$ cat src/sqrot_pkg.sv
// ----------------------------------------------------------------------------
// sqrot_pkg
// shared constants and types of the square image rotation unit
// ----------------------------------------------------------------------------
`default_nettype none

package sqrot_pkg;

    localparam int MAX_SIDE_DEF   = 64;
    localparam int PIXEL_BITS_DEF = 32;
    localparam int SIZE_W         = 7;
    localparam int QUEUE_DEPTH    = 2;

    localparam logic [SIZE_W-1:0] MATRIX_SIZE_RESET = 7'd4;

    localparam logic OP_WRITE = 1'b0;
    localparam logic OP_READ  = 1'b1;

    typedef struct packed {
        logic is_write;
        logic not_ready;
        logic last;
    } ctl_t;

endpackage

`default_nettype wire

$ cat src/sqrot_queue.sv
// ----------------------------------------------------------------------------
// sqrot_queue
// short fifo of classified items between front and back
// ----------------------------------------------------------------------------
`default_nettype none

module sqrot_queue #(
    parameter int ADDR_W     = 12,
    parameter int PIXEL_BITS = sqrot_pkg::PIXEL_BITS_DEF
) (
    input  wire logic                  clk,
    input  wire logic                  rst_n,
    input  wire logic                  push,
    input  wire sqrot_pkg::ctl_t       push_ctl,
    input  wire logic [ADDR_W-1:0]     push_addr,
    input  wire logic [PIXEL_BITS-1:0] push_data,
    output logic                       full,
    output logic                       empty,
    input  wire logic                  pop,
    output sqrot_pkg::ctl_t            pop_ctl,
    output logic [ADDR_W-1:0]          pop_addr,
    output logic [PIXEL_BITS-1:0]      pop_data
);

    localparam int DEPTH = sqrot_pkg::QUEUE_DEPTH;
    localparam int PTR_W = $clog2(DEPTH);

    sqrot_pkg::ctl_t        ctl_reg  [DEPTH];
    logic [ADDR_W-1:0]      addr_reg [DEPTH];
    logic [PIXEL_BITS-1:0]  data_reg [DEPTH];
    logic [PTR_W-1:0]       wr_ptr_reg, rd_ptr_reg;
    logic [PTR_W:0]         count_reg, count_next;
    logic                   do_push, do_pop;

    assign full     = count_reg == (PTR_W+1)'(DEPTH);
    assign empty    = count_reg == '0;
    assign do_push  = push && !full;
    assign do_pop   = pop && !empty;
    assign pop_ctl  = ctl_reg[rd_ptr_reg];
    assign pop_addr = addr_reg[rd_ptr_reg];
    assign pop_data = data_reg[rd_ptr_reg];

    always_comb
    begin
        count_next = count_reg;
        if (do_push && !do_pop)
        begin
            count_next = count_reg + (PTR_W+1)'(1);
        end
        else if (do_pop && !do_push)
        begin
            count_next = count_reg - (PTR_W+1)'(1);
        end
    end

    always_ff @(posedge clk)
    begin
        if (do_push)
        begin
            ctl_reg[wr_ptr_reg]  <= push_ctl;
            addr_reg[wr_ptr_reg] <= push_addr;
            data_reg[wr_ptr_reg] <= push_data;
        end
    end

    always_ff @(posedge clk or negedge rst_n)
    begin
        if (!rst_n)
        begin
            wr_ptr_reg <= '0;
            rd_ptr_reg <= '0;
            count_reg  <= '0;
        end
        else
        begin
            if (do_push)
            begin
                wr_ptr_reg <= wr_ptr_reg + PTR_W'(1);
            end
            if (do_pop)
            begin
                rd_ptr_reg <= rd_ptr_reg + PTR_W'(1);
            end
            count_reg <= count_next;
        end
    end

endmodule

`default_nettype wire

$ cat config.mk
export PLATFORM = sky130hd
export DESIGN_NAME = sqrot_queue
export DESIGN_NICKNAME = d
export VERILOG_FILES = /design/src/sqrot_pkg.sv /design/src/sqrot_queue.sv
export SDC_FILE = /design/constraint.sdc
export NUM_CORES = 1
export LEC_CHECK = 0
export BUFFER_PORTS_ARGS = -buffer_cell sky130_fd_sc_hd__buf_2
export CORE_MARGIN = 1
export CORE_UTILIZATION = 50
export DETAILED_ROUTE_END_ITERATION = 6
export PLACE_DENSITY = 0.73
export SYNTH_ARGS = -nofsm -noshare
export SYNTH_HDL_FRONTEND = slang
export SYNTH_SLANG_ARGS = --single-unit
$ cat constraint.sdc
create_clock -name clk -period 3.5 [get_ports clk]
set_clock_uncertainty 0.05 [all_clocks]
set_input_delay 1.05 -clock clk [delete_from_list [all_inputs] [get_ports clk]]
set_output_delay 1.05 -clock clk [all_outputs]
set_load 0.02 [all_outputs]
After elaboration in Yosys (flattened, before gate mapping)

Memory sizes are Yosys's and may differ from the RTL's.
Cells that the tools add are included.

$add $sub $neg: 4
$mul: 0
Divide/modulo/power cells: 0
Magnitude comparators: 0
Equality and inequality tests: 1
Shift operators: 0
Muxes and demuxes: 4
Bitwise operators: 0
Reduce and logical (&&, ||, !) cells: 10

Operators with widths:

| kind                                                                | number |
|---|---|
| 1-bit logical AND                                                   | 4 |
| 1-bit zero test                                                     | 4 |
| 2-bit two-way mux                                                   | 2 |
| 1-bit adder (second input constant)                                 | 2 |
| 2-bit by 1-bit adder with 2-bit output (second input constant)      | 1 |
| 2-bit == test (second input constant)                               | 1 |
| 2-bit zero test                                                     | 1 |
| 1-bit two-way mux                                                   | 2 |
| 2-bit nonzero test                                                  | 1 |
| 2-bit by 1-bit subtractor with 2-bit output (second input constant) | 1 |

Flip-flop bits (word level): 4
Bits in latches: 0
Memory bits (writable): 94
Memory bits (read-only): 0
Input port bits: 51
Output and inout port bits: 49
Word-level logic and storage cells: 25
Memories: 3

Memories:

| memory   | words | width | read ports | clocked after Yosys merged registers in | write ports | RTL line          | source |
|---|---|---|---|---|---|---|---|
| data_reg | 2     | 32    | 1          | 0                                       | 1           | sqrot_queue.sv:30 | `logic [PIXEL_BITS-1:0] data_reg [DEPTH];` |
| addr_reg | 2     | 12    | 1          | 0                                       | 1           | sqrot_queue.sv:29 | `logic [ADDR_W-1:0] addr_reg [DEPTH];` |
| ctl_reg  | 2     | 3     | 1          | 0                                       | 1           | sqrot_queue.sv:28 | `sqrot_pkg::ctl_t ctl_reg [DEPTH];` |

Logic depth before layout (Yosys ltp)

Gate-level depths: netlist of run 1.

Depth in word-level cells: 7
Gate-level depth with buffers: 7

Least setup slack after synthesis of run 1

Ideal clock, no wire load.

Path kind: input-to-reg
From: input push
To: memory addr_reg[0][0] (enable)
Setup time: 0.452 ns
Arrival time: 3.113 ns
Required time: 2.998 ns
Setup slack: -0.114 ns
Stages on the path: 2
Cells stage by stage: nand2_1 -> nor2_1

Longest elaborated chain between the ends: 3

RTL lines:

| item                                    | RTL line          | source |
|---|---|---|
| start, declared                         | sqrot_queue.sv:13 | `input wire logic push,` |
| 1-bit logical AND                       | sqrot_queue.sv:37 | `assign do_push = push && !full;` |
| 1-bit two-way mux                       | sqrot_queue.sv:58 | `if (do_push)` |
| 1-bit two-way mux (not written as such) | sqrot_queue.sv:61 | `addr_reg[wr_ptr_reg] <= push_addr;` |
| end, declared                           | sqrot_queue.sv:29 |  |

Every way passes these cells.

Final worst setup path of run 1

From: register rd_ptr_reg
To: output pop_data[5]

Longest elaborated chain between the ends: 1

RTL lines:

| item                   | RTL line          | source |
|---|---|---|
| start, declared        | sqrot_queue.sv:31 | `logic [PTR_W-1:0] wr_ptr_reg, rd_ptr_reg;` |
| start signal, assigned | sqrot_queue.sv:82 | `rd_ptr_reg <= rd_ptr_reg + PTR_W'(1);` |
| memory 2 x 32 bit      | n/a               |  |
| end, declared          | sqrot_queue.sv:22 | `output logic [PIXEL_BITS-1:0] pop_data` |

Every way passes these cells.

==> results of run 1 <==
cell usage in the layout, fill, tap and decap left out, drive strengths merged:
cell type,synthesis,final
clkbuf,0,9
mux2,47,47
nand2b,1,1
nor2,3,3
o21ai,1,1
ha,1,1
buf,5,103
dfrtp,4,4
nand2,1,1
edfxtp,94,94
clkinv,0,4
and3,1,1
clkinvlp,0,2
xnor2,3,3
xor2,2,2
inv,2,2
worst paths after layout:
path                              startpoint              to  slack [ns]  cells after the start
worst min-delay path                   rst_n      wr_ptr_reg        0.45                      1
max in group asynchronous              rst_n      rd_ptr_reg        2.81                      1
worst min register to register  count_reg[1]    count_reg[1]        0.51                      1
worst max register to register  count_reg[0]  data_reg[0][5]        1.69                      4
min in group clk                count_reg[1]    count_reg[1]        0.51                      1
worst max-delay path              rd_ptr_reg     pop_data[5]        0.55                      3
power groups by stage:
| stage | sequential [W] | clock (W) | combinational, W |
|---|---|---|---|
| 6_report | 0.00171 | 0.000595 | 0.00136 |
| 5_1_grt | 0.00174 | 0.000659 | 0.00146 |
| 4_1_cts | 0.00172 | 0.000616 | 0.00139 |
| 3_5_place_dp | 0.00174 | 0 | 0.00139 |
| 3_3_place_gp | 0.00173 | 0 | 0.00138 |
| 2_1_floorplan | 0.00169 | 0 | 0.00103 |
area by class of cell:
| type | count | share of cell area [%] |
|---|---|---|
| Tap cell | 96 | 2.691 |
| Clock buffer | 9 | 2.775 |
| Clock inverter | 6 | 0.7850 |
| Multi-Input combinational cell | 60 | 15.73 |
| Sequential cell | 98 | 65.52 |
| Inverter | 2 | 0.1682 |
| Timing Repair Buffer | 103 | 12.34 |
Yosys cell counts:
cell type,n,area (sq um)
nor2_1,3,11.26
ha_1,1,12.51
xor2_1,2,17.52
nand2b_1,1,6.260
and3_1,1,6.260
nand2_1,1,3.750
xnor2_1,3,26.28
inv_1,2,7.510
edfxtp_1,94,2823
buf_2,2,10.01
mux2_4,20,300.3
buf_6,3,33.78
dfrtp_1,4,100.1
o21ai_0,1,5.000
mux2_2,27,304.0
logic make-up after synthesis:
group | after synthesis | synth area share, %
AOI/OAI and AO/OA | 1 | 0.1363
xor gates and xnor gates | 5 | 1.194
adders and majority gates | 1 | 0.3411
buffers and inverters | 7 | 1.399
DFF | 98 | 79.70
muxes | 47 | 16.48
and+or+nand+nor | 6 | 0.7507
routing by layer:
| layer | track usage (%) | vias up | routed length (um) |
|---|---|---|---|
| met3 | 4.901 | 10 | 382 |
| met1 | 18.16 | 865 | 2333 |
| li1 | - | 859 | - |
| met2 | 26.49 | 66 | 2817 |
| met4 | 7.601 | 0 | 77 |
| met5 | 0 | - | 0 |
stage by stage:
step	power [W]	hold slack [ns]	instances	instance area, sq um	util, %
floorplan	0.002723	0.4283	165	3670	-
global placement	0.003105	0.4593	359	4304	61.98
detailed placement	0.003133	0.4868	359	4304	61.98
CTS	0.003722	0.4341	374	4463	64.27
global route	0.003859	0.4336	374	4463	64.27
finish	0.003670	0.4512	374	4463	64.27
worst max-delay path, stage by stage (launching register included):
cell     delay [ns]
dfrtp_2        0.59
buf_4          0.37
mux2_2         0.39
buf_2          0.16
==> results.py, run 1 <==
metrics = {
    "clock_tree": {
        "cts-root-buf": "clkbuf_8",
        "htree_num_levels": 3,
        "cts_sinks": 98,
        "cts_buffers": 9,
        "cts.hold.buffers_added": 0,
        "tritoncts": "yes",
        "clockBufferDepth": 2,
        "clkTransAtPathRegs_ns": 0.09,
        "cts_resized": 0,
        "cts_setup_buffers": 0,
        "clk-insertion-delay-late_ns": 0.34,
    },
    "power_and_ir_drop": {
        "p_sw_w": 0.001225,
        "p_comb_share_pct": 37.2,
        "peakVddDrop_v": 0.0005392,
        "p_int_w": 0.002445,
        "p_leak_nw": 1.737,
        "seqPwrFrac_pct": 46.6,
        "p_sw_share_pct": 33.39,
        "p_clk_share_pct": 16.2,
        "power_density_nw_per_um2": 822.4,
    },
    "cells_and_area": {
        "multiInputGateArea_sq_um": 701.9,
        "nets": 326,
        "drive_gt1_share_pct": 59.35,
        "syn2layout_area_growth_pct": 21.70,
        "regArea_sq_um": 2924,
        "largest_reg_flops": 64,
        "n_fill_cell": 528,
        "n_antenna_cell": 0,
    },
    "job": {
        "cap_viol_max_count": 0,
    },
    "floorplan": {
        "die_w_um": 87.64,
        "io_pins": 100,
        "initial_core_util_pct": 52.81,
        "die_h_um": 87.64,
        "placementRows": 30,
        "coreArea_sq_um": 6944,
        "dieArea_sq_um": 7681,
    },
    "synthesis": {
        "synthDistinctLibCells": 15,
        "synth-seq-cells": 98,
        "synth_area_sq_um": 3667,
        "yosysWarnings": 0,
        "synth_cells": 165,
        "postSynthNetCount": 217,
        "syn_area_per_cell_sq_um": 22.23,
        "yosysSeqAreaShare_pct": 79.70,
    },
    "sta": {
        "max_slew_margin_pct": 68.54,
        "finalHoldViolations": 0,
        "worst_pin_slew_ns": 0.4708,
        "setup_violations": 0,
        "setup_tns_ns": 0,
        "period_minus_slack_ns": 2.953,
        "rsz0062_at_grt": "false",
        "post-route-period-util_pct": 84.37,
        "max_freq_ghz": 0.3386,
        "drv_slew": 0,
        "setup_slack_ns": 0.5469,
    },
    "route": {
        "wl_per_cell_um": 15.00,
        "dr.pass1.iters": 3,
        "ant_nets": 0,
        "drtIter0Drc": 53,
        "wirelength_um": 5610,
        "vias_per_cell": 4.813,
        "num_vias": 1800,
        "drc": 0,
    },
    "placement": {
        "io_buffer_count": 99,
        "place_ws_ns": 0.8922,
        "gp_congestion": 0.7384,
    },
    "critical_path": {
        "startpoint_type": "register",
        "crit_arrival_ns": 1.85,
        "critPathCaptureType": "output pin",
        "critPathKind": "register to output pin",
        "worstPathRequired_ns": 2.40,
        "cp_max_fo": 20,
    },
    "grt": {
        "grt_overflow": 0,
        "grt_start_max_net_pins": 38,
        "grt_pass1_vias": 1885,
        "antenna_found_initial": 0,
        "grt_usage_pct": 15.63,
        "grt_pass1_wl_um": 8542,
    },
    "min_path": {
        "hold_class": "input port to async pin",
    },
    "status": {
        "outcome": "finished, final reports clean",
    },
}
No activity file was read; power rests on OpenSTA's default activity.
==> inputs of run 2 (changes only) <==
- CORE_UTILIZATION: 50 -> 47
- PLACE_DENSITY: 0.73 -> 0.72
- clock period: 3.5 -> 2.7 ns (I/O delays scaled with it)
==> run 2 against run 1 <==
Worst setup slack lost 0.33 ns. First-iteration DRC count grew 17%. Sequential share of layout area shrank 1.2 points. Global-route usage shrank 1.7 points. Combinational power grew 32%. Highest routed layer unchanged.
==> results.py, run 2 (same netlist as run 1, synthesis figures left out) <==
metrics = {
    "route": {
        "dr.pass1.iters": 4,
        "wl_per_cell_um": 14.50,
        "drtIter0Drc": 62,
        "wirelength_um": 5510,
        "vias_per_cell": 4.813,
        "ant_nets": 0,
        "num_vias": 1829,
        "drc": 0,
    },
    "critical_path": {
        "worstPathRequired_ns": 1.84,
        "cp_max_fo": 24,
        "startpoint_type": "register",
        "critPathCaptureType": "output pin",
        "critPathKind": "register to output pin",
        "crit_arrival_ns": 1.62,
    },
    "power_and_ir_drop": {
        "p_sw_share_pct": 31.77,
        "peakVddDrop_v": 0.0005511,
        "p_int_w": 0.003461,
        "p_clk_share_pct": 21.9,
        "p_leak_nw": 1.791,
        "p_sw_w": 0.001612,
        "seqPwrFrac_pct": 42.9,
        "power_w": 0.005073,
        "power_density_nw_per_um2": 1116,
        "p_comb_share_pct": 35.2,
    },
    "grt": {
        "grt_start_max_net_pins": 25,
        "grt_pass1_vias": 1823,
        "antenna_found_initial": 0,
        "grt_overflow": 0,
        "grt_usage_pct": 13.94,
        "grt_pass1_wl_um": 8542,
    },
    "sta": {
        "max_freq_ghz": 0.4027,
        "worst_pin_slew_ns": 0.3999,
        "setup_violations": 0,
        "post-route-period-util_pct": 91.97,
        "rsz0062_at_grt": "false",
        "drv_slew": 0,
        "max_slew_margin_pct": 73.34,
        "setup_tns_ns": 0,
        "period_minus_slack_ns": 2.483,
        "finalHoldViolations": 0,
    },
    "status": {
        "outcome": "finished, final reports clean",
    },
    "floorplan": {
        "dieArea_sq_um": 8160,
        "die_w_um": 90.33,
        "die_h_um": 90.33,
        "io_pins": 100,
        "coreArea_sq_um": 7408,
        "initial_core_util_pct": 49.50,
        "placementRows": 31,
    },
    "cells_and_area": {
        "largest_reg_flops": 64,
        "layout_common_cells": "buf_2 (99), edfxtp_1 (94), mux2_2 (27)",
        "n_antenna_cell": 0,
        "syn2layout_area_growth_pct": 23.92,
        "nets": 328,
        "drive_gt1_share_pct": 60.50,
        "final_common_cell": "buf_2",
    },
    "clock_tree": {
        "clockBufferDepth": 2,
        "cts_buffers": 9,
        "clk-insertion-delay-late_ns": 0.35,
        "cts_resized": 0,
        "cts_setup_buffers": 0,
        "cts.hold.buffers_added": 0,
        "cts_sinks": 98,
        "cts-root-buf": "clkbuf_8",
        "tritoncts": "yes",
        "clkTransAtPathRegs_ns": 0.09,
        "htree_num_levels": 3,
    },
    "placement": {
        "dp_hpwl_um": 3680,
        "gp_congestion": 0.7173,
        "io_buffer_count": 99,
    },
    "min_path": {
        "hold_class": "input port to async pin",
    },
    "job": {
        "cap_viol_max_count": 0,
    },
}
run 2: changes by cell type in the layout (fill, tap and decap cells not counted), sizes merged:
cell	delta
buf	+2
bufinv	+3
clkinv	-3
clkinvlp	-2
inv	+3
run 2: power groups by stage:
stage	Sequential (W)	Combinational (W)	Clock, W
2_1_floorplan	0.00220	0.00133	0
3_3_place_gp	0.00220	0.00181	0
6_report	0.00217	0.00179	0.00111
4_1_cts	0.00218	0.00182	0.00115
5_1_grt	0.00221	0.00190	0.00120
3_5_place_dp	0.00221	0.00181	0
run 2: worst paths after layout:
kind	end	startpoint	cells after the start	slack [ns]
hold / removal	count_reg[1]	rst_n	1	0.20
min in group clk	count_reg[1]	count_reg[1]	1	0.47
setup reg to reg	count_reg[1]	count_reg[0]	7	1.09
max in group asynchronous	rd_ptr_reg	rst_n	1	2.26
setup / recovery	pop_data[15]	rd_ptr_reg	3	0.22
hold reg to reg	count_reg[1]	count_reg[1]	1	0.47
run 2: per-stage QoR:
stage	util (%)	setup slack (ns)	hold slack (ns)	instance area [sq um]	instances
floorplan	-	0.1065	0.4283	3670	165
global placement	58.01	0.5938	0.4543	4298	364
detailed placement	58.01	0.5768	0.4568	4298	364
CTS	61.34	0.1690	0.1787	4544	380
global route	61.34	0.1227	0.1797	4544	380
finish	61.34	0.2169	0.1999	4544	380
run 2: layout make-up:
type | instances | area, sq um
Timing Repair Buffer | 105 | 540.5
Multi-Input combinational cell | 60 | 701.9
Inverter | 2 | 7.507
Sequential cell | 98 | 2924
Clock buffer | 9 | 123.9
Fill cell | 573 | 2864
Clock inverter | 7 | 122.6
Tap cell | 99 | 123.9
run 2: routing by layer:
metal  part of all wire [%]  track usage [%]  vias to the layer above
met3                    8.8            5.724                        6
met5                      0                0                        -
met1                     42            16.03                      878
met2                     49            22.77                       79
met4                   0.94            6.452                        0
li1                       -                -                      866
run 2: worst max-delay path, stage by stage (launching register included):
cell and delay, ns:
dfrtp_2 0.36, buf_4 0.35, mux2_2 0.38, buf_2 0.16
