### config.mk
export PLATFORM = sky130hd
export DESIGN_NAME = sqrot_front
export DESIGN_NICKNAME = d
export VERILOG_FILES = /design/src/sqrot_pkg.sv /design/src/sqrot_front.sv
export SDC_FILE = /design/constraint.sdc
export NUM_CORES = 1
export LEC_CHECK = 0
export ABC_CLOCK_PERIOD_IN_PS = 9200
export BUFFER_PORTS_ARGS = -buffer_cell sky130_fd_sc_hd__buf_2
export CAP_MARGIN = 20
export CORE_MARGIN = 5
export CORE_UTILIZATION = 60
export DETAILED_ROUTE_END_ITERATION = 10
export PLACE_DENSITY = 0.83
export SLEW_MARGIN = 40
export SYNTH_ARGS = -nofsm -noshare
export SYNTH_HDL_FRONTEND = slang
export SYNTH_SLANG_ARGS = --single-unit
### constraint.sdc
create_clock -name clk -period 9.2 [get_ports clk]
set_clock_uncertainty 0.2 [all_clocks]
set_input_delay 0 -clock clk [delete_from_list [all_inputs] [get_ports clk]]
set_output_delay 0 -clock clk [all_outputs]
set_load 0.01 [all_outputs]
### src/sqrot_pkg.sv
// ----------------------------------------------------------------------------
// sqrot_pkg
// shared constants and types of the square image rotation unit
// ----------------------------------------------------------------------------
`default_nettype none

package sqrot_pkg;

    localparam int MAX_SIDE_DEF   = 64;
    localparam int PIXEL_BITS_DEF = 32;
    localparam int SIZE_W         = 7;
    localparam int QUEUE_DEPTH    = 2;

    localparam logic [SIZE_W-1:0] MATRIX_SIZE_RESET = 7'd4;

    localparam logic OP_WRITE = 1'b0;
    localparam logic OP_READ  = 1'b1;

    typedef struct packed {
        logic is_write;
        logic not_ready;
        logic last;
    } ctl_t;

endpackage

`default_nettype wire

### src/sqrot_front.sv
// ----------------------------------------------------------------------------
// sqrot_front
// accepts items, tracks load count and readout position, forms store addresses
// ----------------------------------------------------------------------------
`default_nettype none

module sqrot_front #(
    parameter int MAX_SIDE   = sqrot_pkg::MAX_SIDE_DEF,
    parameter int PIXEL_BITS = sqrot_pkg::PIXEL_BITS_DEF
) (
    input  wire logic                                 clk,
    input  wire logic                                 rst_n,
    input  wire logic                                 cfg_valid,
    output logic                                      cfg_ready,
    input  wire logic [sqrot_pkg::SIZE_W-1:0]         matrix_size,
    input  wire logic                                 start,
    input  wire logic                                 queue_full,
    input  wire logic                                 operation,
    input  wire logic [PIXEL_BITS-1:0]                pixel_in,
    output logic                                      push,
    output sqrot_pkg::ctl_t                           push_ctl,
    output logic [$clog2(MAX_SIDE*MAX_SIDE)-1:0]      push_addr,
    output logic [PIXEL_BITS-1:0]                     push_data
);

    localparam int N_W     = $clog2(MAX_SIDE + 1);
    localparam int COORD_W = $clog2(MAX_SIDE);
    localparam int ADDR_W  = $clog2(MAX_SIDE * MAX_SIDE);
    localparam int CNT_W   = $clog2(MAX_SIDE * MAX_SIDE + 1);

    logic [sqrot_pkg::SIZE_W-1:0] size_reg;
    logic [CNT_W-1:0]             load_count_reg, load_count_next;
    logic [COORD_W-1:0]           out_row_reg, out_row_next;
    logic [COORD_W-1:0]           out_col_reg, out_col_next;

    logic [N_W-1:0]     n;
    logic [CNT_W-1:0]   total;
    logic               complete;
    logic               pos_bad;
    logic [COORD_W-1:0] row_e;
    logic [COORD_W-1:0] col_e;
    logic [CNT_W-1:0]   src;
    logic               last;

    assign cfg_ready = 1'b1;
    assign push      = start && !queue_full;
    assign push_data = pixel_in;

    always_comb
    begin
        if (size_reg == '0)
        begin
            n = N_W'(1);
        end
        else if (32'(size_reg) > 32'(MAX_SIDE))
        begin
            n = N_W'(MAX_SIDE);
        end
        else
        begin
            n = N_W'(size_reg);
        end

        total    = CNT_W'(n) * CNT_W'(n);
        complete = load_count_reg >= total;
        pos_bad  = (N_W'(out_row_reg) >= n) || (N_W'(out_col_reg) >= n);
        row_e    = pos_bad ? '0 : out_row_reg;
        col_e    = pos_bad ? '0 : out_col_reg;
        src      = CNT_W'(n - N_W'(1) - N_W'(col_e)) * CNT_W'(n) + CNT_W'(row_e);
        last     = (N_W'(row_e) == n - N_W'(1)) && (N_W'(col_e) == n - N_W'(1));

        load_count_next = load_count_reg;
        out_row_next    = out_row_reg;
        out_col_next    = out_col_reg;
        push_ctl        = '0;
        push_addr       = '0;

        if (operation == sqrot_pkg::OP_WRITE)
        begin
            push_ctl.is_write = 1'b1;
            if (complete)
            begin
                push_addr       = '0;
                load_count_next = CNT_W'(1);
                out_row_next    = '0;
                out_col_next    = '0;
            end
            else
            begin
                push_addr       = load_count_reg[ADDR_W-1:0];
                load_count_next = load_count_reg + CNT_W'(1);
            end
        end
        else if (!complete)
        begin
            push_ctl.not_ready = 1'b1;
        end
        else
        begin
            push_ctl.last = last;
            push_addr     = src[ADDR_W-1:0];
            if (N_W'(col_e) + N_W'(1) >= n)
            begin
                out_col_next = '0;
                if (N_W'(row_e) + N_W'(1) >= n)
                begin
                    out_row_next = '0;
                end
                else
                begin
                    out_row_next = row_e + COORD_W'(1);
                end
            end
            else
            begin
                out_col_next = col_e + COORD_W'(1);
                out_row_next = row_e;
            end
        end
    end

    always_ff @(posedge clk or negedge rst_n)
    begin
        if (!rst_n)
        begin
            size_reg       <= sqrot_pkg::MATRIX_SIZE_RESET;
            load_count_reg <= '0;
            out_row_reg    <= '0;
            out_col_reg    <= '0;
        end
        else
        begin
            if (cfg_valid && cfg_ready)
            begin
                size_reg <= matrix_size;
            end
            if (push)
            begin
                load_count_reg <= load_count_next;
                out_row_reg    <= out_row_next;
                out_col_reg    <= out_col_next;
            end
        end
    end

endmodule

`default_nettype wire

Word level (Yosys, flattened, before mapping) --
Cells that the tools add are included.
Storage, ports and cells: ROM bits 0, flip-flop bits (word level) 32, bits in writable memories 0, memories kept 0, bits in latches 0
Cells by class: reductions and logical operators 7, $mul 2, shifts and indexed selects 0, multiplexer cells 20, divide/modulo/power cells 0, $lt $le $gt $ge 6, add/subtract/negate cells 9, bitwise logic cells 1, eq/ne operators 2
Operators with widths (count):
- two-way mux 6 bit | 10
- two-way mux 12 bit | 3
- adder 6 x 1 -> 7 bit (second input constant) | 2
- == test 6 x 7 -> 1 bit | 2
- greater-or-equal comparator 6 x 7 -> 1 bit | 2
- greater-or-equal comparator 7 bit | 2
- two-way mux 7 bit | 2
- adder 13 x 1 -> 13 bit (second input constant) | 1
- greater-or-equal comparator 13 bit | 1
- multiplier 7 x 7 -> 13 bit | 1
- two-way mux 13 bit | 1
- adder 12 x 6 -> 12 bit | 1
- adder 6 x 1 -> 6 bit (second input constant) | 2
- multiplier 9 x 8 -> 12 bit | 1
- subtractor 8 x 7 -> 9 bit | 1
- subtractor 7 x 1 -> 8 bit (second input constant) | 1
- > comparator 7 bit (second input constant) | 1
- logical NOT 7 bit | 1
- subtractor 7 x 1 -> 7 bit (second input constant) | 1
- AND reduction 2 bit | 2
- two-way mux 1 bit | 3
- logical AND 1 bit | 2
- two-way mux 2 bit | 1
- logical NOT 1 bit | 1
- 2 further kinds | 2

Longest topological paths before layout --
Gate-level depths: netlist (run 1).
depth in word-level cells 12, depth in mapped cells 34

Worst setup path after synthesis (run 1) --
OpenSTA, ideal clock, no wires.
path kind reg-to-output, start reg size_reg[5] (netlist bit), end out push_addr[11], cell stages (with the launch flop) 34, arrival time 7808 ps, slack 1192 ps, path through dfrtp_1 -> clkbuf_1 -> nor3_1 -> a21oi_1 -> nor2_1 -> ha_1 -> nand2b_1 -> a211oi_1 -> o211ai_1 -> a21oi_1 -> nor2_1 -> nor2_1 -> ha_1 -> inv_1 -> fa_1 -> a21oi_2 -> inv_1 -> a21oi_1 -> xnor2_1 -> nand2_1 -> fa_1 -> fa_1 -> inv_1 -> fa_1 -> inv_1 -> fa_1 -> inv_1 -> ha_1 -> o21ai_0 -> a21oi_1 -> o41ai_1 -> xnor2_1 -> and3_1 -> a221o_1
On the way: word-level cells in the longest chain between the ends 11
Ends and longest elaborated chain:
- start, declared | RTL line sqrot_front.sv:31 | logic [sqrot_pkg::SIZE_W-1:0] size_reg;
- start signal, assigned | RTL line sqrot_front.sv:126 | size_reg <= sqrot_pkg::MATRIX_SIZE_RESET;
- start signal, assigned | RTL line sqrot_front.sv:135 | size_reg <= matrix_size;
- > comparator 7 bit | RTL line sqrot_front.sv:55 | else if (32'(size_reg) > 32'(MAX_SIDE))
- two-way mux 7 bit | RTL line sqrot_front.sv:55
- two-way mux 7 bit (*) | RTL line sqrot_front.sv:51 | if (size_reg == '0)
- greater-or-equal comparator 6 x 7 -> 1 bit | RTL line sqrot_front.sv:66 | pos_bad = (N_W'(out_row_reg) >= n) || (N_W'(out_col_reg) >= n);
- logical OR 1 bit | RTL line sqrot_front.sv:66
- two-way mux 6 bit | RTL line sqrot_front.sv:68 | col_e = pos_bad ? '0 : out_col_reg;
- subtractor 8 x 7 -> 9 bit | RTL line sqrot_front.sv:69 | src = CNT_W'(n - N_W'(1) - N_W'(col_e)) * CNT_W'(n) + CNT_W'(row_e);
- multiplier 9 x 8 -> 12 bit | RTL line sqrot_front.sv:69
- adder 12 x 6 -> 12 bit | RTL line sqrot_front.sv:69
- two-way mux 12 bit | RTL line sqrot_front.sv:94 | else if (!complete)
- two-way mux 12 bit (*) | RTL line sqrot_front.sv:78 | if (operation == sqrot_pkg::OP_WRITE)
- end, declared | RTL line sqrot_front.sv:22 | output logic [$clog2(MAX_SIDE*MAX_SIDE)-1:0] push_addr,
Mark *: on every way between the ends. The rest lies on a longest branch, timed or not.

Worst setup path in the final report (run 1) --
start reg size_reg[4] (netlist bit), end out push_addr[11]
Same word-level chain as after synthesis.

==> flow_summary.html, run 1 <==
<table>
<tr><th>Metric</th><th>Value</th></tr>
<tr><th colspan="2">Status</th></tr>
<tr><td>Status</td><td>finished with violations</td></tr>
<tr><td>Violations in the final reports</td><td>hold timing</td></tr>
<tr><th colspan="2">Route</th></tr>
<tr><td>Number of design-rule violations left by the first detailed-router iteration</td><td>488</td></tr>
<tr><td>Number of nets still failing antenna checks after routing</td><td>0</td></tr>
<tr><td>Detailed Routing Iterations Pass 1</td><td>4</td></tr>
<tr><td>DRT Wirelength</td><td>16.9 mm</td></tr>
<tr><td>WL per Instance</td><td>17.4 um</td></tr>
<tr><td>Number of vias per cell after detailed routing</td><td>5.73</td></tr>
<tr><td>Post-detailed-route DRC marker count</td><td>0</td></tr>
<tr><td>Routed via count</td><td>5573</td></tr>
<tr><th colspan="2">STA</th></tr>
<tr><td>Actual transition at the worst max-transition pin</td><td>729 ps</td></tr>
<tr><td>Worst rel slew slack</td><td>0.512</td></tr>
<tr><td>Min Clock Period, post-route</td><td>8610 ps</td></tr>
<tr><td>RSZ-0062 raised after global routing</td><td>no</td></tr>
<tr><td>Maximum operating frequency</td><td>116 MHz</td></tr>
<tr><td>Number of hold violations in the final report</td><td>26</td></tr>
<tr><td>Post-layout worst setup margin</td><td>591 ps</td></tr>
<tr><td>Final Max Tran Viols</td><td>0</td></tr>
<tr><td>Final total negative setup slack</td><td>0 ps</td></tr>
<tr><td>Count of final setup violators</td><td>0</td></tr>
<tr><td>Final period utilization</td><td>0.936</td></tr>
<tr><td>Post-Route Hold Slack</td><td>-14.2 ps</td></tr>
<tr><th colspan="2">GRT</th></tr>
<tr><td>Global-route wire length before repair</td><td>27.6 mm</td></tr>
<tr><td>Number of antenna violations at the first check in global routing</td><td>0</td></tr>
<tr><td>Total track usage</td><td>0.262</td></tr>
<tr><td>Number of global-route vias before repair</td><td>5740</td></tr>
<tr><td>Maximum number of pins on one net before global-route repair</td><td>33</td></tr>
<tr><td>Remaining Overflow, GRT</td><td>0</td></tr>
<tr><th colspan="2">Die</th></tr>
<tr><td>Die width</td><td>115 um</td></tr>
<tr><td>Die height</td><td>115 um</td></tr>
<tr><td>Total number of placement rows</td><td>38</td></tr>
<tr><td>Core region area</td><td>10800 sq um</td></tr>
<tr><td>Die outline area</td><td>13200 sq um</td></tr>
<tr><td>Number of ports placed on the die boundary</td><td>94</td></tr>
<tr><td>Initial cell density of the core</td><td>0.610</td></tr>
<tr><th colspan="2">Synthesis</th></tr>
<tr><td>Number of distinct library cells after synthesis</td><td>72</td></tr>
<tr><td>Number of cells produced by synthesis</td><td>783</td></tr>
<tr><td>Cell types occupying the most area after synthesis</td><td>sky130_fd_sc_hd__ha_1 19%, sky130_fd_sc_hd__fa_1 16%, sky130_fd_sc_hd__dfrtp_1 12%</td></tr>
<tr><td>Yosys top cell area share</td><td>0.192</td></tr>
<tr><td>Leading cell types by count after synthesis</td><td>112 x sky130_fd_sc_hd__inv_1, 101 x sky130_fd_sc_hd__ha_1, 80 x sky130_fd_sc_hd__nor2_1</td></tr>
<tr><td>Post-synthesis cell type with the largest combined area</td><td>sky130_fd_sc_hd__ha_1</td></tr>
<tr><td>Most repeated cell in the gate-level netlist after synthesis</td><td>sky130_fd_sc_hd__inv_1</td></tr>
<tr><td>Synth Warn #</td><td>0</td></tr>
<tr><td>Count of flip-flops with a built-in enable after synthesis</td><td>0</td></tr>
<tr><td>Register bit count reported by yosys</td><td>32</td></tr>
<tr><td>Cell area after synthesis</td><td>6590 sq um</td></tr>
<tr><td>Seq/Total Area, Yosys</td><td>0.122</td></tr>
<tr><td>Proportion of synthesized flip-flops having asynchronous set or reset</td><td>1.00</td></tr>
<tr><td>Avg Cell Area, Syn</td><td>8.41 sq um</td></tr>
<tr><td>Most instantiated flip-flop cell in the synthesis netlist</td><td>sky130_fd_sc_hd__dfrtp_1</td></tr>
<tr><th colspan="2">Power</th></tr>
<tr><td>Proportion of power drawn by flip-flops and latches</td><td>0.123</td></tr>
<tr><td>Internal Power</td><td>0.696 mW</td></tr>
<tr><td>Pwr dens</td><td>195 nW/um^2</td></tr>
<tr><td>Sw Pwr</td><td>0.727 mW</td></tr>
<tr><td>Share of power burned in the clock network</td><td>0.078</td></tr>
<tr><td>Comb pwr share</td><td>0.799</td></tr>
<tr><td>Maximum vdd drop</td><td>0.000152 V</td></tr>
<tr><td>Share of total power consumed by net switching</td><td>0.511</td></tr>
<tr><td>Leakage power of the design</td><td>3.63 nW</td></tr>
<tr><th colspan="2">Worst setup path</th></tr>
<tr><td>Setup crit end kind</td><td>output port</td></tr>
<tr><td>Slowest CP cell</td><td>sky130_fd_sc_hd__fa_1</td></tr>
<tr><td>Top cell by count, worst path</td><td>sky130_fd_sc_hd__inv_1</td></tr>
<tr><td>Highest cell delay on the worst timing path</td><td>530 ps</td></tr>
<tr><td>Crit Path Category</td><td>reg2out</td></tr>
<tr><td>CP Max Fanout</td><td>12</td></tr>
<tr><td>Arrival time of the worst setup path</td><td>8410 ps</td></tr>
<tr><td>Critical Path RT</td><td>9000 ps</td></tr>
<tr><td>Crit path launch type</td><td>register</td></tr>
<tr><th colspan="2">Finish</th></tr>
<tr><td>Fraction of the core area covered by cells at the end of the flow</td><td>0.674</td></tr>
<tr><td>Diodes inserted</td><td>0</td></tr>
<tr><td>Proportion of layout cells with a drive suffix above 1</td><td>0.0948</td></tr>
<tr><td>Area grow syn2layout</td><td>10.5%</td></tr>
<tr><td>Number of nets in the layout</td><td>1031</td></tr>
<tr><td>Flip-flop count of the largest register after layout</td><td>13</td></tr>
<tr><th colspan="2">Clock network</th></tr>
<tr><td>Clock Tree Buf Depth</td><td>2</td></tr>
<tr><td>Insertion delay of the later-clocked pin in the worst-skew pair</td><td>300 ps</td></tr>
<tr><td>Clock tree from TritonCTS</td><td>done</td></tr>
<tr><td># H-tree levels</td><td>2</td></tr>
<tr><td>Library cell used as clock root buffer</td><td>sky130_fd_sc_hd__clkbuf_8</td></tr>
<tr><td>Clock tree sinks</td><td>32</td></tr>
<tr><td>Inserted Clock Buffers</td><td>5</td></tr>
<tr><td>Clock-pin slew on the worst setup and hold paths</td><td>70 ps</td></tr>
<tr><th colspan="2">Place</th></tr>
<tr><td>Worst-case setup slack after placement</td><td>563 ps</td></tr>
<tr><td>Global placer's final weighted congestion</td><td>0.949</td></tr>
<tr><td>Placed wire-length estimate after detailed placement</td><td>13.6 mm</td></tr>
<tr><td>Quantity of I/O buffers inserted on ports</td><td>28</td></tr>
<tr><th colspan="2">Job</th></tr>
<tr><td>Max-Cap Viols</td><td>0</td></tr>
<tr><th colspan="2">Min path</th></tr>
<tr><td>Hold Crit Class</td><td>in2async</td></tr>
</table>
metal layers:
layer	up-vias	wire length, um	track usage	part of all wire
li1	2684	-	-	-
met1	2624	7090	0.332	0.42
met2	221	8230	0.455	0.49
met3	44	1080	0.0400	0.064
met4	0	530	0.0908	0.031
met5	-	0	0	0
cells by family after synthesis:
family | after synthesis | share of synthesized area
mux | 9 | 0.0148
xor+xnor | 56 | 0.0756
flops | 32 | 0.122
simple gates | 242 | 0.180
fa+ha+maj | 154 | 0.353
buf+inv | 163 | 0.114
compound gates | 125 | 0.140
other cells | 2 | 0.00114
worst max-delay path, delay by kind of cell (launching register included):
family / cells / cell delay (ps)
AO/OA/AOI/OAI: 10 / 2080
flip-flops: 1 / 520
adder cells (fa/ha/maj): 8 / 2970
AND/OR/NAND/NOR: 8 / 1490
buffers and inverters: 7 / 560
XOR/XNOR: 2 / 450
cell type report:
type / count / area (sq um)
Multi-Input combinational cell: 594 / 5090
Tap cell: 140 / 175
Inverter: 114 / 432
Timing Repair Buffer: 85 / 693
Clock buffer: 5 / 68.8
Clock inverter: 3 / 18.8
Sequential cell: 32 / 802
Fill cell: 884 / 3510
power groups by stage:
| stage | Combinational [mW] | Sequential [mW] | Clock, mW |
|---|---|---|---|
| after global placement | 1.04 | 0.175 | 0 |
| after CTS | 1.12 | 0.173 | 0.113 |
| after global routing | 1.28 | 0.177 | 0.119 |
| after detailed placement | 1.09 | 0.176 | 0 |
| after floorplan | 0.873 | 0.166 | 0 |
| final | 1.14 | 0.174 | 0.111 |
worst paths after layout:
kind | startpoint | slack [ps] | cells past startpoint | end
hold reg to reg | load_count_reg[12]$_DFFE_PN0P_ | 360 | 2 | load_count_reg[12]$_DFFE_PN0P_
setup reg to reg | size_reg[6]$_DFFE_PN0P_ | 1570 | 26 | out_col_reg[2]$_DFFE_PN0P_
setup / recovery | size_reg[4]$_DFFE_PN0P_ | 590 | 35 | push_addr[11]
min in group clk | start | 330 | 4 | out_col_reg[1]$_DFFE_PN0P_
max in group asynchronous | rst_n | 8470 | 2 | size_reg[2]$_DFFE_PN1P_
hold / removal | rst_n | -10 | 2 | load_count_reg[4]$_DFFE_PN0P_
what timing repair did:
item / CTS / global route
hold buffers: 49 / 0
endpoints found under the hold margin: 72 / 0
endpoints found under the setup margin: 0 / 2
gates resized for setup: 0 / 10
buffers inserted: 0 / 3
cell usage in the layout (no fill, tap or decap), types with 18 or more instances in the layout:
| cell type | n |
|---|---|
| sky130_fd_sc_hd__a21oi_1 | 20 |
| sky130_fd_sc_hd__buf_2 | 27 |
| sky130_fd_sc_hd__dfrtp_1 | 31 |
| sky130_fd_sc_hd__dlygate4sd3_1 | 49 |
| sky130_fd_sc_hd__fa_1 | 53 |
| sky130_fd_sc_hd__ha_1 | 101 |
| sky130_fd_sc_hd__inv_1 | 110 |
| sky130_fd_sc_hd__nand2_1 | 60 |
| sky130_fd_sc_hd__nor2_1 | 77 |
| sky130_fd_sc_hd__o21ai_0 | 19 |
| sky130_fd_sc_hd__xnor2_1 | 37 |
| sky130_fd_sc_hd__xor2_1 | 18 |
metrics by stage:
step                      std cells  cell area (sq um)  power, mW  hold slack (ps)
after floorplan                 789               6610       1.04             -496
after CTS                       970               7220       1.41              111
after global placement          913               6640       1.22             -200
after global routing            973               7280       1.58             21.6
after detailed placement        913               6650       1.27             -200
final                           973               7280       1.42            -14.2
Power figures use the tool's default switching activity.
==> run 2, diff against run 1 <==
- REMOVE_ABC_BUFFERS: default -> 1
==> run 2 against run 1 <==
  * First-iteration DRC count is 6.4% lower
  * Critical path depth decreased by 6
  * The run still ends with hold timing left
  * Maximum frequency about the same
  * Largest cell class unchanged
  * Non-clock buffer count up 5
==> flow_summary.html, run 2 (synthesis results as in run 1) <==
<table>
<tr><th>Metric</th><th>Value</th></tr>
<tr><th colspan="2">Finish</th></tr>
<tr><td>Diodes inserted</td><td>0 (unchanged)</td></tr>
<tr><td>Design Area, Final</td><td>7330 sq um (+0.70%)</td></tr>
<tr><td>Flip-flop count of the largest register after layout</td><td>13 (unchanged)</td></tr>
<tr><td>Most common cell after layout, fill and taps aside</td><td>sky130_fd_sc_hd__inv_1</td></tr>
<tr><td>Proportion of layout cells with a drive suffix above 1</td><td>0.0955 (+0.000627)</td></tr>
<tr><td>Area grow syn2layout</td><td>11.3%</td></tr>
<tr><td>Fill cell total of the finished layout</td><td>825 (-6.7%)</td></tr>
<tr><td>Most used cells in the layout excluding fill and tap cells</td><td>111 x sky130_fd_sc_hd__inv_1, 101 x sky130_fd_sc_hd__ha_1, 79 x sky130_fd_sc_hd__nor2_1</td></tr>
<tr><td>Area taken by flip-flops and latches</td><td>803 sq um (+0.16%)</td></tr>
<tr><td>Post-route insts no fill</td><td>978 (+0.51%)</td></tr>
<tr><td>Total area of multi-input combinational cells</td><td>5080 sq um (-0.22%)</td></tr>
<tr><td>Number of nets in the layout</td><td>1036 (+0.48%)</td></tr>
<tr><th colspan="2">Clock network</th></tr>
<tr><td>Clock-pin slew on the worst setup and hold paths</td><td>80 ps (about the same)</td></tr>
<tr><td>Library cell used as clock root buffer</td><td>sky130_fd_sc_hd__clkbuf_8</td></tr>
<tr><td>Insertion delay of the later-clocked pin in the worst-skew pair</td><td>300 ps (about the same)</td></tr>
<tr><td># H-tree levels</td><td>2 (unchanged)</td></tr>
<tr><td>Clock tree sinks</td><td>32 (unchanged)</td></tr>
<tr><td>Clock Tree Buf Depth</td><td>2 (unchanged)</td></tr>
<tr><td>Inserted Clock Buffers</td><td>5 (unchanged)</td></tr>
<tr><td>Clock tree from TritonCTS</td><td>done</td></tr>
<tr><th colspan="2">STA</th></tr>
<tr><td>Count of final setup violators</td><td>0 (unchanged)</td></tr>
<tr><td>Actual transition at the worst max-transition pin</td><td>791 ps (+61.4 ps)</td></tr>
<tr><td>Post-layout worst setup margin</td><td>591 ps (+0.0820 ps)</td></tr>
<tr><td>Post-Route Hold Slack</td><td>-24.4 ps (-10.1 ps)</td></tr>
<tr><td>Maximum operating frequency</td><td>116 MHz (about the same)</td></tr>
<tr><td>Final total negative setup slack</td><td>0 ps (unchanged)</td></tr>
<tr><td>Worst rel slew slack</td><td>0.471 (-0.0411)</td></tr>
<tr><td>Min Clock Period, post-route</td><td>8610 ps (-0.0820 ps)</td></tr>
<tr><td>Final period utilization</td><td>0.936 (about the same)</td></tr>
<tr><td>Final Max Tran Viols</td><td>0 (unchanged)</td></tr>
<tr><td>Number of hold violations in the final report</td><td>31 (+19%)</td></tr>
<tr><th colspan="2">Route</th></tr>
<tr><td>Routed via count</td><td>5877 (+5.5%)</td></tr>
<tr><td>Number of nets still failing antenna checks after routing</td><td>0 (unchanged)</td></tr>
<tr><td>Detailed Routing Iterations Pass 1</td><td>5 (+1)</td></tr>
<tr><td>Post-detailed-route DRC marker count</td><td>0 (unchanged)</td></tr>
<tr><td>Number of vias per cell after detailed routing</td><td>6.01 (+4.9%)</td></tr>
<tr><td>DRT Wirelength</td><td>19.5 mm (+15%)</td></tr>
<tr><td>WL per Instance</td><td>19.9 um (+14%)</td></tr>
<tr><td>Number of design-rule violations left by the first detailed-router iteration</td><td>457 (-6.4%)</td></tr>
<tr><th colspan="2">Worst setup path</th></tr>
<tr><td>R2R Setup Slk</td><td>1510 ps (-60 ps)</td></tr>
<tr><td>Highest cell delay on the worst timing path</td><td>510 ps (-20 ps)</td></tr>
<tr><td>Endpoint of the most critical register-to-register path</td><td>out_col_reg[2]$_DFFE_PN0P_</td></tr>
<tr><td>R2r worst-path depth</td><td>27 (+3.8%)</td></tr>
<tr><td>Slowest CP cell</td><td>sky130_fd_sc_hd__fa_1</td></tr>
<tr><td>Arrival time of the worst setup path</td><td>8410 ps (about the same)</td></tr>
<tr><td>CP Max Fanout</td><td>6 (-6)</td></tr>
<tr><td>Critical Path RT</td><td>9000 ps (about the same)</td></tr>
<tr><td>Crit Path Category</td><td>reg2out</td></tr>
<tr><td>Crit path launch type</td><td>register</td></tr>
<tr><td>Setup crit end kind</td><td>output port</td></tr>
<tr><td>Start of the worst register-to-register path</td><td>size_reg[6]$_DFFE_PN0P_</td></tr>
<tr><th colspan="2">Place</th></tr>
<tr><td>Global placer's final weighted congestion</td><td>0.967 (+1.9%)</td></tr>
<tr><td>Quantity of I/O buffers inserted on ports</td><td>28 (unchanged)</td></tr>
<tr><td>Placed Instance Area</td><td>6680 sq um (+0.56%)</td></tr>
<tr><td>Worst-case setup slack after placement</td><td>528 ps (-35.6 ps)</td></tr>
<tr><td>Placed wire-length estimate after detailed placement</td><td>15.3 mm (+13%)</td></tr>
<tr><td>Cell total after placement</td><td>918 (+0.55%)</td></tr>
<tr><th colspan="2">Power</th></tr>
<tr><td>Leakage power of the design</td><td>3.65 nW (+0.73%)</td></tr>
<tr><td>Maximum vdd drop</td><td>0.000233 V (+54%)</td></tr>
<tr><td>Pwr dens</td><td>202 nW/um^2 (+3.3%)</td></tr>
<tr><th colspan="2">Die</th></tr>
<tr><td>Number of ports placed on the die boundary</td><td>94 (unchanged)</td></tr>
<tr><td>Die outline area</td><td>13200 sq um (unchanged)</td></tr>
<tr><td>Die width</td><td>115 um (unchanged)</td></tr>
<tr><td>Die height</td><td>115 um (unchanged)</td></tr>
<tr><td>Total number of placement rows</td><td>38 (unchanged)</td></tr>
<tr><td>Initial cell density of the core</td><td>0.610 (unchanged)</td></tr>
<tr><td>Core region area</td><td>10800 sq um (unchanged)</td></tr>
<tr><th colspan="2">GRT</th></tr>
<tr><td>Number of global-route vias before repair</td><td>6186 (+7.8%)</td></tr>
<tr><td>Global-route wire length before repair</td><td>31.9 mm (+15%)</td></tr>
<tr><td>Total track usage</td><td>0.307 (+0.0454)</td></tr>
<tr><td>Number of antenna violations at the first check in global routing</td><td>0 (unchanged)</td></tr>
<tr><td>Remaining Overflow, GRT</td><td>0 (unchanged)</td></tr>
<tr><td>Maximum number of pins on one net before global-route repair</td><td>33 (unchanged)</td></tr>
<tr><th colspan="2">Min path</th></tr>
<tr><td>Hold Crit Class</td><td>in2async</td></tr>
<tr><th colspan="2">Status</th></tr>
<tr><td>Violations in the final reports</td><td>hold timing</td></tr>
<tr><td>Status</td><td>finished with violations</td></tr>
<tr><th colspan="2">Job</th></tr>
<tr><td>Max-Cap Viols</td><td>0 (unchanged)</td></tr>
</table>
## run 2: final cells by class
type	count	share of cell area
Clock inverter	3	0.00580
Timing Repair Buffer	90	0.0997
Sequential cell	32	0.110
Tap cell	140	0.0239
Clock buffer	5	0.00939
Multi-Input combinational cell	594	0.693
Inverter	114	0.0589
## run 2: routing by layer
| metal | GRT usage | wire length (um) | up-vias |
|---|---|---|---|
| met5 | 0 | 0 | - |
| met4 | 0.120 | 911 | 0 |
| met3 | 0.0479 | 1160 | 89 |
| met2 | 0.536 | 9500 | 257 |
| met1 | 0.381 | 7910 | 2831 |
| li1 | - | - | 2700 |
## run 2: metrics by stage
stage / util / power (mW)
2_1_floorplan: - / 1.02
3_3_place_gp: 0.619 / 1.22
3_5_place_dp: 0.619 / 1.29
4_1_cts: 0.675 / 1.46
5_1_grt: 0.679 / 1.64
6_report: 0.679 / 1.48
## run 2: how the worst max path moves through the flow
| stage | from | end | slack (ps) | depth (start not counted) |
|---|---|---|---|---|
| detailed placement | size_reg[6]$_DFFE_PN0P_ | push_addr[11] | 530 | 33 |
| CTS | size_reg[6]$_DFFE_PN0P_ | push_addr[11] | 170 | 33 |
| finish | size_reg[6]$_DFFE_PN0P_ | push_addr[11] | 590 | 29 |
| global route | size_reg[5]$_DFFE_PN0P_ | push_addr[11] | -20 | 34 |
| global placement | size_reg[6]$_DFFE_PN0P_ | push_addr[11] | 710 | 33 |
| floorplan | size_reg[4]$_DFFE_PN0P_ | push_addr[11] | 1230 | 32 |
## run 2: timing repair
| item | 4_1_cts | 5_1_grt |
|---|---|---|
| hold buffers | 49 | 0 |
| gates resized for setup | 0 | 6 |
| endpoints found under the hold margin | 73 | 0 |
| buffers inserted | 0 | 3 |
| endpoints found under the setup margin | 0 | 2 |
## run 2: report_power, final
group / total (mW) / switching [mW] / internal (mW)
registers: 0.174 / 0.0213 / 0.153
clock network: 0.140 / 0.0603 / 0.0801
logic: 1.17 / 0.668 / 0.498
## run 2: worst max-delay path, delay by kind of cell (launching register included)
| kind | cells | cell delay, ps |
|---|---|---|
| fa+ha+maj | 6 | 2530 |
| simple gates | 7 | 2010 |
| compound gates | 8 | 1870 |
| xor+xnor | 4 | 690 |
| buf+inv | 4 | 560 |
| flops | 1 | 450 |
==> run 3, diff against run 2 <==
- ABC_AREA: default -> 1
==> run 3 against run 2 <==
  * Via count increased by 13%
  * Critical path type unchanged
  * Combinational power increased by 35%
  * Count of clock-buffer cells in the layout increased by 1
  * Largest power group unchanged
  * Register-to-register slack about the same
  * Area after synthesis increased by 1.7%
  * The run now ends clean
  * Core utilization increased by 0.73 points
  * Critical endpoint unchanged
  * Setup slack improved by 7.1 ps
  * Die area increased by 1.5%
  * Clock power increased by 4%
  * Sequential share of layout area decreased by 0.21 points
  * Critical path depth increased by 9
==> flow_summary.html, run 3 <==
<table>
<tr><th>Metric</th><th>Value</th></tr>
<tr><th colspan="2">Status</th></tr>
<tr><td>Status</td><td>complete, no violations</td></tr>
<tr><th colspan="2">Synthesis</th></tr>
<tr><td>XOR/XNOR share of the synthesized area</td><td>0.0327 (-0.0429)</td></tr>
<tr><td>Avg Cell Area, Syn</td><td>7.10 sq um (-16%)</td></tr>
<tr><td>Cell area after synthesis</td><td>6700 sq um (+1.7%)</td></tr>
<tr><td>Synth Warn #</td><td>0 (unchanged)</td></tr>
<tr><td>Seq/Total Area, Yosys</td><td>0.120 (-0.00200)</td></tr>
<tr><td>Yosys top cell area share</td><td>0.189 (-0.00315)</td></tr>
<tr><td>Number of cells produced by synthesis</td><td>943 (+20%)</td></tr>
<tr><td>Largest family of logic cells by synthesized area</td><td>adder cells</td></tr>
<tr><td>Proportion of synthesized flip-flops having asynchronous set or reset</td><td>1.00 (unchanged)</td></tr>
<tr><td>Multiplexer share of the synthesized area</td><td>0 (-0.0148)</td></tr>
<tr><td>Count of flip-flops with a built-in enable after synthesis</td><td>0 (unchanged)</td></tr>
<tr><td>Most instantiated flip-flop cell in the synthesis netlist</td><td>sky130_fd_sc_hd__dfrtp_1</td></tr>
<tr><td>Synth Area in Adders</td><td>0.347 (-0.00580)</td></tr>
<tr><td>Synthesized-area fraction occupied by and/or/nand/nor cells</td><td>0.258 (+0.0781)</td></tr>
<tr><td>Leading cell types by count after synthesis</td><td>182 x sky130_fd_sc_hd__nand2_1, 180 x sky130_fd_sc_hd__inv_1, 101 x sky130_fd_sc_hd__ha_1</td></tr>
<tr><td>Post-synthesis compound-gate area fraction</td><td>0.0893 (-0.0507)</td></tr>
<tr><td>Register bit count reported by yosys</td><td>32 (unchanged)</td></tr>
<tr><td>Cell types occupying the most area after synthesis</td><td>sky130_fd_sc_hd__ha_1 19%, sky130_fd_sc_hd__fa_1 16%, sky130_fd_sc_hd__dfrtp_1 12%</td></tr>
<tr><td>Post-synthesis cell type with the largest combined area</td><td>sky130_fd_sc_hd__ha_1</td></tr>
<tr><td>Most repeated cell in the gate-level netlist after synthesis</td><td>sky130_fd_sc_hd__nand2_1</td></tr>
<tr><td>Number of distinct library cells after synthesis</td><td>50 (-31%)</td></tr>
<tr><th colspan="2">STA</th></tr>
<tr><td>Actual transition at the worst max-transition pin</td><td>699 ps (-91.3 ps)</td></tr>
<tr><td>Final Max Tran Viols</td><td>0 (unchanged)</td></tr>
<tr><td>Post-layout worst setup margin</td><td>599 ps (+7.14 ps)</td></tr>
<tr><td>Count of final setup violators</td><td>0 (unchanged)</td></tr>
<tr><td>Final period utilization</td><td>0.935 (about the same)</td></tr>
<tr><td>Final total negative setup slack</td><td>0 ps (unchanged)</td></tr>
<tr><td>RSZ-0062 raised after global routing</td><td>no</td></tr>
<tr><td>Number of hold violations in the final report</td><td>0 (-100%)</td></tr>
<tr><td>Worst rel slew slack</td><td>0.532 (+0.0611)</td></tr>
<tr><td>Min Clock Period, post-route</td><td>8600 ps (-7.13 ps)</td></tr>
<tr><td>Maximum operating frequency</td><td>116 MHz (about the same)</td></tr>
<tr><th colspan="2">Clock network</th></tr>
<tr><td># H-tree levels</td><td>2 (unchanged)</td></tr>
<tr><td>Library cell used as clock root buffer</td><td>sky130_fd_sc_hd__clkbuf_8</td></tr>
<tr><td>Clock Tree Buf Depth</td><td>2 (unchanged)</td></tr>
<tr><td>Clock tree from TritonCTS</td><td>done</td></tr>
<tr><td>Clock-pin slew on the worst setup and hold paths</td><td>80 ps (about the same)</td></tr>
<tr><td>Clock tree sinks</td><td>32 (unchanged)</td></tr>
<tr><td>Inserted Clock Buffers</td><td>5 (unchanged)</td></tr>
<tr><td>Insertion delay of the later-clocked pin in the worst-skew pair</td><td>310 ps (about the same)</td></tr>
<tr><th colspan="2">Worst setup path</th></tr>
<tr><td>Setup crit end kind</td><td>output port</td></tr>
<tr><td>Crit Path Category</td><td>reg2out</td></tr>
<tr><td>Top cell by count, worst path</td><td>sky130_fd_sc_hd__nand2_1</td></tr>
<tr><td>Arrival time of the worst setup path</td><td>8400 ps (about the same)</td></tr>
<tr><td>Slowest CP cell</td><td>sky130_fd_sc_hd__dfrtp_2</td></tr>
<tr><td>Highest cell delay on the worst timing path</td><td>550 ps (+40 ps)</td></tr>
<tr><td>Critical Path RT</td><td>9000 ps (about the same)</td></tr>
<tr><td>Crit path launch type</td><td>register</td></tr>
<tr><td>R2r worst-path depth</td><td>26 (-3.7%)</td></tr>
<tr><td>CP Max Fanout</td><td>13 (+7)</td></tr>
<tr><th colspan="2">Route</th></tr>
<tr><td>DRT Wirelength</td><td>20.3 mm (+3.9%)</td></tr>
<tr><td>Post-detailed-route DRC marker count</td><td>0 (unchanged)</td></tr>
<tr><td>Detailed Routing Iterations Pass 1</td><td>9 (+4)</td></tr>
<tr><td>Number of design-rule violations left by the first detailed-router iteration</td><td>586 (+28%)</td></tr>
<tr><td>Number of nets still failing antenna checks after routing</td><td>0 (unchanged)</td></tr>
<tr><td>Routed via count</td><td>6652 (+13%)</td></tr>
<tr><td>Number of vias per cell after detailed routing</td><td>5.80 (-3.5%)</td></tr>
<tr><td>WL per Instance</td><td>17.7 um (-11%)</td></tr>
<tr><th colspan="2">Power</th></tr>
<tr><td>Internal Power</td><td>0.841 mW (+15%)</td></tr>
<tr><td>Pwr dens</td><td>259 nW/um^2 (+28%)</td></tr>
<tr><td>Share of power burned in the clock network</td><td>0.075 (-0.020)</td></tr>
<tr><td>Sw Pwr</td><td>1.10 mW (+46%)</td></tr>
<tr><td>Leakage power of the design</td><td>4.06 nW (+11%)</td></tr>
<tr><td>Share of total power consumed by net switching</td><td>0.566 (+0.0595)</td></tr>
<tr><td>Comb pwr share</td><td>0.817 (+0.029)</td></tr>
<tr><td>Maximum vdd drop</td><td>0.000171 V (-27%)</td></tr>
<tr><td>Proportion of power drawn by flip-flops and latches</td><td>0.108 (-0.010)</td></tr>
<tr><th colspan="2">GRT</th></tr>
<tr><td>Number of antenna violations at the first check in global routing</td><td>3 (+3)</td></tr>
<tr><td>Total track usage</td><td>0.300 (-0.00653)</td></tr>
<tr><td>Global-route wire length before repair</td><td>31.3 mm (-1.8%)</td></tr>
<tr><td>Maximum number of pins on one net before global-route repair</td><td>33 (unchanged)</td></tr>
<tr><td>Remaining Overflow, GRT</td><td>0 (unchanged)</td></tr>
<tr><td>Number of global-route vias before repair</td><td>6271 (+1.4%)</td></tr>
<tr><th colspan="2">Place</th></tr>
<tr><td>Global placer's final weighted congestion</td><td>0.998 (+3.2%)</td></tr>
<tr><td>Placed wire-length estimate after detailed placement</td><td>14.3 mm (-6.3%)</td></tr>
<tr><td>Quantity of I/O buffers inserted on ports</td><td>28 (unchanged)</td></tr>
<tr><td>Cell total after placement</td><td>1075 (+17%)</td></tr>
<tr><td>Worst-case setup slack after placement</td><td>924 ps (+397 ps)</td></tr>
<tr><th colspan="2">Finish</th></tr>
<tr><td>Most used cells in the layout excluding fill and tap cells</td><td>181 x sky130_fd_sc_hd__nand2_1, 179 x sky130_fd_sc_hd__inv_1, 101 x sky130_fd_sc_hd__ha_1</td></tr>
<tr><td>Number of nets in the layout</td><td>1202 (+16%)</td></tr>
<tr><td>Proportion of layout cells with a drive suffix above 1</td><td>0.0727 (-0.0228)</td></tr>
<tr><td>Most common cell after layout, fill and taps aside</td><td>sky130_fd_sc_hd__nand2_1</td></tr>
<tr><td>Post-route insts no fill</td><td>1147 (+17%)</td></tr>
<tr><td>Area grow syn2layout</td><td>11.6%</td></tr>
<tr><td>Flip-flop count of the largest register after layout</td><td>13 (unchanged)</td></tr>
<tr><th colspan="2">Die</th></tr>
<tr><td>Number of ports placed on the die boundary</td><td>94 (unchanged)</td></tr>
<tr><td>Initial cell density of the core</td><td>0.615 (+0.00478)</td></tr>
<tr><td>Total number of placement rows</td><td>38 (unchanged)</td></tr>
<tr><td>Die outline area</td><td>13400 sq um (+1.5%)</td></tr>
<tr><td>Die height</td><td>116 um (+0.76%)</td></tr>
<tr><td>Die width</td><td>116 um (+0.76%)</td></tr>
<tr><td>Core region area</td><td>10900 sq um (+0.88%)</td></tr>
<tr><th colspan="2">Job</th></tr>
<tr><td>Max-Cap Viols</td><td>0 (unchanged)</td></tr>
<tr><th colspan="2">Min path</th></tr>
<tr><td>Hold Crit Class</td><td>in2async</td></tr>
</table>
-- run 3: power by group through the flow --
stage | sequential [mW] | combinational (mW) | clock (mW)
6_report | 0.209 | 1.58 | 0.146
5_1_grt | 0.211 | 1.79 | 0.150
2_1_floorplan | 0.193 | 1.16 | 0
3_5_place_dp | 0.205 | 1.50 | 0
3_3_place_gp | 0.204 | 1.48 | 0
4_1_cts | 0.202 | 1.55 | 0.143
-- run 3: path summary, 6_finish.rpt --
| path | startpoint | endpoint | slack (ps) |
|---|---|---|---|
| max | size_reg[6]$_DFFE_PN0P_ | push_addr[11] | 600 |
| min reg2reg | out_row_reg[2]$_DFFE_PN0P_ | out_row_reg[2]$_DFFE_PN0P_ | 350 |
| max in group asynchronous | rst_n | size_reg[2]$_DFFE_PN1P_ | 8430 |
| min in group clk | start | out_row_reg[0]$_DFFE_PN0P_ | 90 |
| min | rst_n | load_count_reg[9]$_DFFE_PN0P_ | 20 |
| max reg2reg | size_reg[6]$_DFFE_PN0P_ | load_count_reg[5]$_DFFE_PN0P_ | 1520 |
-- run 3: logic make-up after synthesis --
family,count (synthesis)
compound gates,103
xor+xnor,25
simple gates,392
fa+ha+maj,154
other cells,2
buf+inv,235
flops,32
-- run 3: per-stage QoR --
step / total power [mW] / area [sq um] / utilization / hold WS, ps
3_3_place_gp: 1.68 / 6750 / 0.620 / -200
6_report: 1.94 / 7470 / 0.687 / 15.5
5_1_grt: 2.15 / 7470 / 0.687 / 48.0
2_1_floorplan: 1.35 / 6420 / - / -496
4_1_cts: 1.89 / 7430 / 0.682 / 78.1
3_5_place_dp: 1.71 / 6750 / 0.620 / -200
-- run 3: layout make-up --
type / instances / area [sq um]
timing repair buffer: 91 / 758
clock buffer: 6 / 72.6
clock inverter: 2 / 35.0
tap: 140 / 175
fill: 883 / 3410
sequential: 32 / 803
multi-input combinational: 682 / 4900
antenna: 3 / 7.51
inverter: 191 / 721
-- run 3: worst max-delay path: cells and delay by family, from the launching register on --
kind                       cells  cell delay, ps
AOI/OAI and AO/OA              2             130
xor gates and xnor gates       1             410
adders and majority gates      8            3530
buffers and inverters          9            1150
DFF                            1             550
and+or+nand+nor               18            2300
-- run 3: timing repair --
item	CTS	global route
hold buffers	57	0
buffers inserted	0	4
gates resized for setup	0	3
endpoints found under the setup margin	0	1
hold endpoints to repair	76	0
-- run 3: routing by layer --
| layer | vias up | wire length [um] | global-route usage |
|---|---|---|---|
| met5 | - | 0 | 0 |
| li1 | 3075 | - | - |
| met3 | 107 | 1850 | 0.0522 |
| met1 | 3132 | 7610 | 0.378 |
| met2 | 338 | 9660 | 0.508 |
| met4 | 0 | 1130 | 0.134 |
